==> src/rtl/npc_pkg.sv <==
// shared types and constants for the nearest palette color match block
package npc_pkg;

    // default palette depth
    localparam int PALETTE_ENTRIES_DEF = 256;

    // transparent entry and alpha byte of a loaded word
    localparam logic [7:0] TRANSPARENT_ENTRY = 8'hFF;
    localparam logic [7:0] ALPHA_OPAQUE      = 8'hFF;

    // squared distance width: 3 * 255 * 255 fits in 18 bits
    localparam int          DIST_W   = 18;
    localparam logic [17:0] DIST_MAX = '1;

    // item kinds
    localparam logic ACT_LOAD  = 1'b0;
    localparam logic ACT_QUERY = 1'b1;

    // sequencer states
    typedef enum logic [1:0] {
        ST_IDLE,
        ST_SCAN,
        ST_DRAIN,
        ST_DONE
    } npc_state_t;

    // palette entry beat into the distance unit
    typedef struct packed {
        logic       live;
        logic [7:0] idx;
        logic [7:0] red;
        logic [7:0] green;
        logic [7:0] blue;
    } entry_beat_t;

    // distance beat out of the distance unit
    typedef struct packed {
        logic              live;
        logic [7:0]        idx;
        logic [DIST_W-1:0] sq_dist;
    } dist_beat_t;

endpackage

==> src/rtl/npc_dist_unit.sv <==
// squared euclidean distance unit, one palette entry per cycle
module npc_dist_unit (
    input  logic                clk,
    input  logic                rst_n,
    input  npc_pkg::entry_beat_t entry,
    input  logic [7:0]          q_red,
    input  logic [7:0]          q_green,
    input  logic [7:0]          q_blue,
    output npc_pkg::dist_beat_t  result
);
    import npc_pkg::*;

    logic [7:0]  diff_r, diff_g, diff_b;
    logic [15:0] sq_r_reg, sq_g_reg, sq_b_reg;
    logic [7:0]  idx_reg;
    logic        live_reg;

    // absolute channel differences
    always_comb
    begin
        diff_r = (q_red   >= entry.red)   ? (q_red   - entry.red)   : (entry.red   - q_red);
        diff_g = (q_green >= entry.green) ? (q_green - entry.green) : (entry.green - q_green);
        diff_b = (q_blue  >= entry.blue)  ? (q_blue  - entry.blue)  : (entry.blue  - q_blue);
    end

    // registered squares
    always_ff @(posedge clk)
    begin
        sq_r_reg <= 16'(diff_r) * 16'(diff_r);
        sq_g_reg <= 16'(diff_g) * 16'(diff_g);
        sq_b_reg <= 16'(diff_b) * 16'(diff_b);
        idx_reg  <= entry.idx;
    end

    // beat tracking
    always_ff @(posedge clk or negedge rst_n)
    begin
        if (!rst_n)
            live_reg <= 1'b0;
        else
            live_reg <= entry.live;
    end

    // sum of squares
    always_comb
    begin
        result.live    = live_reg;
        result.idx     = idx_reg;
        result.sq_dist = DIST_W'(sq_r_reg) + DIST_W'(sq_g_reg) + DIST_W'(sq_b_reg);
    end

endmodule

==> config.mk <==
export PLATFORM = sky130hd
export DESIGN_NAME = npc_dist_unit
export DESIGN_NICKNAME = d
export VERILOG_FILES = /design/src/rtl/npc_pkg.sv /design/src/rtl/npc_dist_unit.sv
export SDC_FILE = /design/constraint.sdc
export NUM_CORES = 1
export LEC_CHECK = 0
export ABC_CLOCK_PERIOD_IN_PS = 9000
export BUFFER_PORTS_ARGS = -buffer_cell sky130_fd_sc_hd__buf_2
export CAP_MARGIN = 5
export CORE_MARGIN = 4
export CORE_UTILIZATION = 67
export CTS_CLUSTER_DIAMETER = 60
export DETAILED_ROUTE_END_ITERATION = 10
export PLACE_DENSITY = 0.89
export RECOVER_POWER = 50
export SYNTH_ARGS = -nofsm -noshare
export SYNTH_HDL_FRONTEND = slang
export SYNTH_SLANG_ARGS = --single-unit
==> constraint.sdc <==
create_clock -name clk -period 9 [get_ports clk]
set_clock_uncertainty 0.1 [all_clocks]
set_input_delay 1.35 -clock clk [delete_from_list [all_inputs] [get_ports clk]]
set_output_delay 1.35 -clock clk [all_outputs]
set_load 0.1 [all_outputs]
==> out/qor.yml <==
run_status: "complete, no violations"
worst_ep_arrival_time_ps: 8050
floorplan.rows: 42
post_synth_cell_types: 70
grt.busiest_layer: "met2"
max_slew.worst_pin.slew_ps: 1211
use_met3_pct: 3.602
slowest_delay_ps: 940
post_synthesis_register_bit_count: 54
finalHoldWorstSlack_ps: 715.9
place.port_buffers: 85
critical_path.slowest_cell: "sky130_fd_sc_hd__a2111oi_0"
viasPerCell: 5.542
antenna_violations_before_repair: 1
layout.nets: 1409
synth_most_common_cell: "sky130_fd_sc_hd__inv_1"
finalHoldViolCount: 0
clock_tree.root_cell: "sky130_fd_sc_hd__clkbuf_16"
synthToLayoutAreaGrowth_pct: 7.171
clock-sinks: 54
timing.setup.tns_ps: 0
route.detailed.wl_per_inst_um: 14.50
path_depth: 23
post-route-util_pct: 73.56
yosys_warnings: 0
startpoint_type: "input port"
post_cts_buffers: 0
top_flip_flop_cell_by_instance_count_after_synthesis: "sky130_fd_sc_hd__dfxtp_1"
final.fill_count: 1013
global_route.overflow_total: 0
worst-path-max-fanout: 9
fp.dieH_um: 124.5
detail_route.first_pass.iterations: 5
maxSlewViolCount: 0
post-route-period-util_pct: 88.01
ant_nets: 0
cts-buffers-inserted: 5
crit_family: "adder cells"
htreeDepth: 2
clockBufferDepth: 2
die_outline_area_mm2: 0.01549
synth_sequential_area_ratio_pct: 11.95
max_fclk_ghz: 0.1263
place_area_mm2: 0.009637
antenna_cells: 0
global_route.usage.total_pct: 24.59
met2_usage_pct: 44.62
wirelength_routed_um: 18580
die_w_um: 124.5
drt-initial-drc-count: 460
unrepaired_setup_endpoints_after_global_routing: "no"
maxCapViolCount: 0
crit_chain: "buf_2 -> inv_1 -> ha_1 -> inv_1 -> fa_1 -> a21o_1 -> a211oi_1 -> o221ai_1 -> mux2i_1 -> xor2_2 -> or2_2 -> fa_1 -> inv_1 -> fa_1 -> fa_1 -> inv_1 -> fa_1 -> inv_1 -> ha_1 -> a2111oi_0 -> o31ai_1 -> a21oi_1 -> xnor2_1"
cells_after_synthesis: 1027
dpl.hpwl_um: 15530
setup.worst_path.class: "in2reg"
synth_area_mm2: 0.009090
floorplan.initialDensity_pct: 68.64
cts.hold.buffers_added: 0
syn_avg_cell_area_um2: 8.851
synth.area.top_cells: "sky130_fd_sc_hd__fa_1 21%, sky130_fd_sc_hd__ha_1 21%, sky130_fd_sc_hd__dfxtp_1 12%"
min-delay-path-class: "in2async"
synth_top_cell_area_share_pct: 21.36
global_route.usage.met1_pct: 30.50
stdcell_area_mm2: 0.009742
gpl.final_weighted_congestion: 0.9058
finalSetupViolCount: 0
post_cts.resized_instances: 0
critical_path_required_ps: 9120
largest_net_degree_at_the_start_of_global_routing: 17
boundaryPins: 86
end_kind: "flip-flop"
drive_gt1_share_pct: 10.14
drc_errors: 0
path_buf_inv: 6
slew-limit-headroom_pct: 19.59
tritoncts: "done"
synth_enable_flop_cells: 0
postSynth.asyncResetShare_pct: 1.852
synth.largest_area_cell: "sky130_fd_sc_hd__fa_1"
route.vias.total: 7099
core_region_area_mm2: 0.01324
first_global_vias: 7405
synth_common_cells: "212 x sky130_fd_sc_hd__inv_1, 149 x sky130_fd_sc_hd__ha_1, 104 x sky130_fd_sc_hd__nor2_1"
setup.worst_path.start: "q_green[0]"
post-route-min-period_ps: 7921
timing.critical_path.to: "sq_g_reg[12]"
wire_length_of_the_first_global_routing_pass_um: 32510
cts.clk_slew.worst_paths_ps: 70
per-stage QoR:
step,worst slack [ps],cells
after global placement,1282,1273
after detailed placement,1023,1273
after CTS,1288,1281
after global routing,542.3,1281
final,1079,1281
after floorplan,1835,1029
final cells by class:
class                           instances  area (um2)  share of cell area, %
Inverter                              213       799.5                  8.207
Clock buffer                            6       128.9                  1.323
Clock inverter                          2       37.54                 0.3853
Sequential cell                        54        1086                  11.15
Tap cell                              176       220.2                  2.260
Multi-Input combinational cell        744        7068                  72.55
Timing Repair Buffer                   86       401.6                  4.123
logic make-up after synthesis:
logic type               count (synthesis)  share of synthesized area, %
flip-flops                              54                         11.95
adder cells (fa/ha/maj)                246                         41.87
XOR/XNOR                                73                         7.694
multiplexers                            23                         2.560
other                                    1                       0.04125
AND/OR/NAND/NOR                        221                         11.98
buffers and inverters                  231                         10.05
AO/OA/AOI/OAI                          178                         13.86
layer usage:
layer / up-vias / part of all wire (%)
met1: 3407 / 42
met4: 2 / 2.0
met5: - / 0.048
met2: 168 / 51
li1: 3485 / -
met3: 37 / 4.3
placed cells by master (no fill, tap or decap), types with 3 or more instances in the layout:
| cell type | n |
|---|---|
| sky130_fd_sc_hd__a2111o_1 | 5 |
| sky130_fd_sc_hd__buf_2 | 60 |
| sky130_fd_sc_hd__nor2_1 | 104 |
| sky130_fd_sc_hd__or2_2 | 13 |
| sky130_fd_sc_hd__o31ai_1 | 4 |
| sky130_fd_sc_hd__nor3_1 | 13 |
| sky130_fd_sc_hd__and3_1 | 3 |
| sky130_fd_sc_hd__or4_1 | 4 |
| sky130_fd_sc_hd__nand3b_1 | 5 |
| sky130_fd_sc_hd__nand2b_1 | 11 |
| sky130_fd_sc_hd__mux2i_1 | 21 |
| sky130_fd_sc_hd__xnor2_1 | 49 |
| sky130_fd_sc_hd__nor2b_1 | 9 |
| sky130_fd_sc_hd__o21bai_1 | 15 |
| sky130_fd_sc_hd__a31o_2 | 4 |
| sky130_fd_sc_hd__clkbuf_16 | 5 |
| sky130_fd_sc_hd__o21a_1 | 4 |
| sky130_fd_sc_hd__a21oi_1 | 56 |
| sky130_fd_sc_hd__inv_1 | 212 |
| sky130_fd_sc_hd__o2111ai_1 | 3 |
| sky130_fd_sc_hd__o211ai_1 | 5 |
| sky130_fd_sc_hd__nand3_1 | 5 |
| sky130_fd_sc_hd__clkbuf_1 | 26 |
| sky130_fd_sc_hd__ha_1 | 149 |
| sky130_fd_sc_hd__nand2_1 | 29 |
| sky130_fd_sc_hd__o221ai_1 | 4 |
| sky130_fd_sc_hd__nand4_1 | 6 |
| sky130_fd_sc_hd__fa_1 | 97 |
| sky130_fd_sc_hd__o21ai_0 | 25 |
| sky130_fd_sc_hd__dfxtp_1 | 53 |
| sky130_fd_sc_hd__xor2_1 | 17 |
| sky130_fd_sc_hd__a21o_1 | 30 |
| sky130_fd_sc_hd__conb_1 | 3 |
| sky130_fd_sc_hd__xnor2_2 | 5 |
worst min-delay path by stage:
stage | start | endpoint | cells after the start
finish | rst_n | live_reg | 1
global route | rst_n | live_reg | 1
CTS | rst_n | live_reg | 1
detailed placement | rst_n | live_reg | 1
global placement | rst_n | live_reg | 1
floorplan | rst_n | live_reg | 0
Power is left out: the tool's default activity adds up to more than one toggle a clock period on the data nets, which glitch-free logic cannot reach.
